File: config.mk
export PLATFORM = sky130hd
export DESIGN_NAME = baenc_outq
export DESIGN_NICKNAME = d
export VERILOG_FILES = /design/src/rtl/assert_macros.svh /design/src/rtl/baenc_pkg.sv /design/src/rtl/baenc_outq.sv
export SDC_FILE = /design/constraint.sdc
export NUM_CORES = 1
export LEC_CHECK = 0
export BUFFER_PORTS_ARGS = -buffer_cell sky130_fd_sc_hd__buf_4
export CORE_ASPECT_RATIO = 0.5
export CORE_MARGIN = 2
export CORE_UTILIZATION = 40
export DETAILED_ROUTE_END_ITERATION = 8
export PLACE_DENSITY = 0.59
export SYNTH_ARGS = -nofsm -noshare
export SYNTH_HDL_FRONTEND = slang
export SYNTH_SLANG_ARGS = --single-unit
File: constraint.sdc
create_clock -name clk -period 4.1 [get_ports clk]
set_input_delay 0.82 -clock clk [delete_from_list [all_inputs] [get_ports clk]]
set_output_delay 0.82 -clock clk [all_outputs]
set_load 0.02 [all_outputs]
File: src/rtl/assert_macros.svh
// Assertion macros used by the encoder top level.
`ifndef ASSERT_MACROS_SVH
`define ASSERT_MACROS_SVH
// The property must hold at every rising clock edge outside reset.
`define BAE_ASSERT(label, clk, rst_n, prop, msg) \
	label: assert property (@(posedge clk) disable iff (!rst_n) (prop)) else $error(msg);
// When the antecedent holds, the consequent must hold in the next cycle.
`define BAE_ASSERT_NEXT(label, clk, rst_n, ante, cons, msg) \
	label: assert property (@(posedge clk) disable iff (!rst_n) (ante) |=> (cons)) else $error(msg);
`endif

File: src/rtl/baenc_pkg.sv
// Types, constants and defaults shared by the binary arithmetic encoder.
package baenc_pkg;

	localparam int CTX_W = 13;
	localparam int RATE_W = 4;
	localparam int WORD_W = 32;
	localparam int IV_W = 64;
	localparam int RENORM_W = 16;
	localparam logic [IV_W-1:0] RANGE_INIT = 64'h0000_FFFF_FFFF_FFFF;

	localparam int PROB_ENTRIES_DEF = 8192;
	localparam int USE_BITS_DEF = 10;
	localparam int STORE_BITS_DEF = 24;
	localparam int QUEUE_DEPTH_DEF = 4;

	typedef enum logic {
		OP_CODE = 1'b0,
		OP_FLUSH = 1'b1
	} op_t;

	typedef struct packed {
		op_t opcode;
		logic [CTX_W-1:0] context_index;
		logic bit_value;
		logic [RATE_W-1:0] rate_shift;
	} cmd_t;

	typedef struct packed {
		logic [WORD_W-1:0] out_word;
		logic last_word;
	} word_t;

	typedef struct packed {
		logic [1:0] count;
		word_t w0;
		word_t w1;
	} push_t;

	typedef struct packed {
		logic s0_valid;
		logic s1_valid;
		logic s2_valid;
		logic s1_flush;
		logic clearing;
	} core_status_t;

endpackage

File: src/rtl/baenc_outq.sv
// Output word queue that takes up to two words per cycle and hands out one per cycle while not stalled.
module baenc_outq #(
	parameter int DEPTH = baenc_pkg::QUEUE_DEPTH_DEF
) (
	input  logic clk,
	input  logic arst_n,
	input  baenc_pkg::push_t push,
	output logic valid,
	input  logic stall,
	output baenc_pkg::word_t head,
	output logic [$clog2(DEPTH+1)-1:0] level
);

	import baenc_pkg::*;

	localparam int PTR_W = $clog2(DEPTH);
	localparam int CNT_W = $clog2(DEPTH + 1);

	word_t mem_q [DEPTH];
	logic [PTR_W-1:0] wr_ptr_q, rd_ptr_q;
	logic [CNT_W-1:0] level_q;
	logic pop;

	assign valid = (level_q != '0);
	assign head = mem_q[rd_ptr_q];
	assign level = level_q;
	assign pop = valid && !stall;

	always_ff @(posedge clk) begin
		if (push.count != 2'd0) begin
			mem_q[wr_ptr_q] <= push.w0;
		end
		if (push.count == 2'd2) begin
			mem_q[wr_ptr_q + PTR_W'(1)] <= push.w1;
		end
	end

	always_ff @(posedge clk or negedge arst_n) begin
		if (!arst_n) begin
			wr_ptr_q <= '0;
			rd_ptr_q <= '0;
			level_q <= '0;
		end else begin
			wr_ptr_q <= wr_ptr_q + PTR_W'(push.count);
			rd_ptr_q <= rd_ptr_q + PTR_W'(pop);
			level_q <= level_q + CNT_W'(push.count) - CNT_W'(pop);
		end
	end

endmodule
Yosys cells after proc, flatten, opt, wreduce, memory -nomap -nowiden:

Memory sizes are Yosys's and may differ from the RTL's.
Cells that the tools add are included.
W data, S select, Z words.

* bits in registers: 7
* memories kept: 1
* output and inout port bits: 37
* memory bits (writable): 132
* input bits: 71

* reduce and logical (&&, ||, !) cells: 4
* add/subtract/negate cells: 5
* eq/ne operators: 1
* mux-type cells: 4

Memory list
* mem_q: depth 4, bits a word 33, rd ports 1, clocked after memory_dff 0, wr ports 2, line baenc_outq.sv:19 `word_t mem_q [DEPTH];`

Operator list (number)
* $mux W1: 4
* $add A3 B2 Y3: 1
* $reduce_bool A3 Y1: 1
* $sub A3 B1 Y3: 1
* $add A2 B1 Y2: 1
* $add A2 B1 Y2 const B: 1
* $add A2 B2 Y2: 1
* $eq A2 B2 Y1 const B: 1
* $reduce_bool A2 Y1: 1
* $logic_and A1 B1 Y1: 1
* $logic_not A1 Y1: 1

Longest topological paths before layout:

* word-level depth: 3
* mapped depth: 8

Worst setup path after synthesis:

No wires, ideal clock.

* kind: input-to-reg
* start point: input push[66] (netlist bit)
* end point: memory mem_q[0][0] (netlist bit), enable pin
* library setup time: 0.473 ns
* stages on the path: 2
* required time: 3.627 ns
* setup slack: 0.270 ns
* data arrival time: 3.357 ns
* cells stage by stage: nor2_1 o31ai_1

RTL lines
* start, declared: line baenc_outq.sv:7 `input baenc_pkg::push_t push,`
* end, declared: line baenc_outq.sv:19

==> metrics <==
outcome finished clean; FP Rows 33; FILL cells between 1000 and 1500; CP endpoint kind output port; gr ovfl total 0; Post-Syn Nets about 440; Fin. Hold Viols 0; port buffer count 107; ratio of cells with drive above 1 in the final layout a little over three fifths; largest family of logic cells by synthesized area multiplexers; Placed Cells 679; Primary FF master, synth edfxtp_1; Syn Inst Count ~360; Clock Skews roughly 8.5 ps; Mapped Area approximately 6900 um^2; Critical Path RT roughly 3300 ps; Nets roughly 550; CTS tree done; ANT nets after route 0; headroom to the max-slew limit about a third; simple-gate share of the synthesized area under 10%; clock slew at reported path FFs approximately 60 ps; vias in the first global route about 4000; Clock Latency Late Sink around 410 ps; global-route wire length before repair between 20000 and 25000 um; yosys warns 0; worst-path cell chain buf_4, mux4_2, buf_4; H-tree levels 4; Pre-Repair DR Iteration Count 4; GR Util All Layers between 15 and 20%; largest net degree at the start of global routing 35; DRC viols 0; unrepaired setup endpoints after global routing false; Post-CTS Setup Repair Bufs 0; CP Data Arrival Time between 2000 and 2500 ps; r2r setup slk between 1500 and 2000 ps; R2R depth 3; Die Wd roughly 190 um; XOR/XNOR share of the synthesized area less than 1%; post-DR vias/cell roughly 5.2; pwr/cell area between 600 and 700 nW/um^2; Area Growth Syn to Fin 22.3%; crit-path max FO 19; drt total wl approximately 15000 um; die area ~18000 um^2; Post-synth EDFFs about 130; Final min period 3170 ps; fin crit share slightly below 80%; cts hold-fix bufs 0; Detailed Route Iter0 Violations between 200 and 250; Startpoint Class flop; Post-Layout Cell Count 711; Worst R2R End mem_q[0][7]; register area 4140 um^2; CTS sink cnt between 100 and 150; slowest CP cell dfrtp_2; worst-margin pin slew 1010 ps; post-detail-place hpwl about 9000 um; root buffer cell clkbuf_16; Min-Delay Path Class input port to async pin; total power roughly 6000 uW; WL/cell about 21 um; peak supply drop between 0.3 and 0.4 mV; Crit Path Class flop to output port; via count about 3700; FF-to-FF Start wr_ptr_q[1]; Worst Path Buf+Inv 2; IO Pins 108; asr flop ratio synth 5.04%; max cap viols 0; compound-gate portion of the synthesized area less than 1%; sequential area share after synthesis about three fifths; Max Transition Viols Final 0; critical path's top delay family flip-flops; die height approximately 97 um; CTS max path bufs 2; adder-cell share of the synthesized area less than 1%; Crit path largest cell delay 820 ps; setup TNS 0 ps; initial antenna violation count 0; Synth cell types 26; CTS resizes 0; # diodes 0; area used by multi-input combinational logic 2570 um^2; LEAKAGE approximately 0.0030 uW; Fmax 316 MHz; Setup Viol. Count Final 0; CTS Buf Count 17; Avg Inst Size Synth around 19 um^2; cell mode on critical path buf_4; core region area about 17000 um^2; Starting Density 41.5%; post-synthesis register bit count between 100 and 150; post-synthesis mux area share between 30% and 40%; gpl congestion around 0.7
flip-flops by register name, indices dropped and copies added (netlist names):
signal / count
wr_ptr_q: 2
mem_q: 132
level: 3
rd_ptr_q: 2
metrics by stage:
stage,hold WS (ps),worst slack [ps],utilization [%],area [um^2]
4_1_cts,198,864,50.7,8420
3_3_place_gp,524,1300,47.5,7880
6_report,212,933,50.7,8420
2_1_floorplan,461,270,-,6890
3_5_place_dp,540,1260,47.5,7880
5_1_grt,197,770,50.7,8420
power breakdown:
group	internal, uW	switching, uW
Clock	780	615
Sequential	2080	278
Combinational	1050	1090
cell usage in the layout, fill, tap and decap left out:
cell,instances
dfrtp_1,5
nor2_1,4
buf_4,115
nand3_2,1
edfxtp_1,132
a21o_2,1
clkinv_4,5
nor4_4,1
mux2_2,95
nor3b_1,1
mux4_2,33
xnor2_1,3
a21oi_1,1
and3b_2,2
clkinv_1,1
nor2_4,1
clkinvlp_4,3
clkinv_2,2
inv_1,5
a21o_1,1
mux2_4,20
nor2b_2,1
o31ai_4,1
inv_6,4
xor2_1,3
nor2b_4,1
mux2_1,17
nor3_1,2
clkbuf_16,17
dfrtp_2,2
fa_1,1
ha_1,3
how the worst max path moves through the flow:
stage                      from      endpoint  slack [ps]  cells after the start
global route        rd_ptr_q[0]      head[17]         770                      3
CTS                 rd_ptr_q[0]      head[17]         860                      3
floorplan              push[66]   mem_q[0][0]         270                      2
finish              rd_ptr_q[0]      head[17]         930                      3
detailed placement     push[66]  mem_q[0][12]        1260                      5
global placement       push[66]  mem_q[0][12]        1300                      5
worst register-to-register path, stage by stage, from the launching register on:
cell and delay, ps:
dfrtp_1 610, nand3_2 670, o31ai_4 200, buf_4 470
layout make-up:
class | count | area share (%)
flip-flops and latches | 139 | 49.2
multi-input cells | 193 | 30.6
repair buffers | 115 | 10.2
clock buffers | 17 | 5.05
well taps | 227 | 3.37
clock inverters | 15 | 1.37
inverters | 5 | 0.223
cells in the mapped netlist, drive strengths merged, types with 2 or more instances:
cell type  count  area [um^2]
dfrtp          7          175
and3b          2         17.5
edfxtp       132         3960
nor2b          2         15.0
nor2           5         18.8
a21o           2         15.0
xor2           3         26.3
nor3           2         10.0
inv            5         18.8
buf           21          176
clkbuf         3         11.3
mux4          33          743
mux2         132         1560
xnor2          3         26.3
ha             3         37.5
kinds of logic after synthesis:
kind of cell / Yosys count
muxes: 165
DFF: 139
buffers and inverters: 29
and+or+nand+nor: 14
xor gates and xnor gates: 6
AOI/OAI and AO/OA: 4
adders and majority gates: 4
metal layers:
metal  track usage (%)  routed length [um]
met4              4.53                 119
met5                 0                   0
met2              27.1                7080
met1              22.8                6650
met3              4.28                 821
Power figures use the tool's default switching activity.
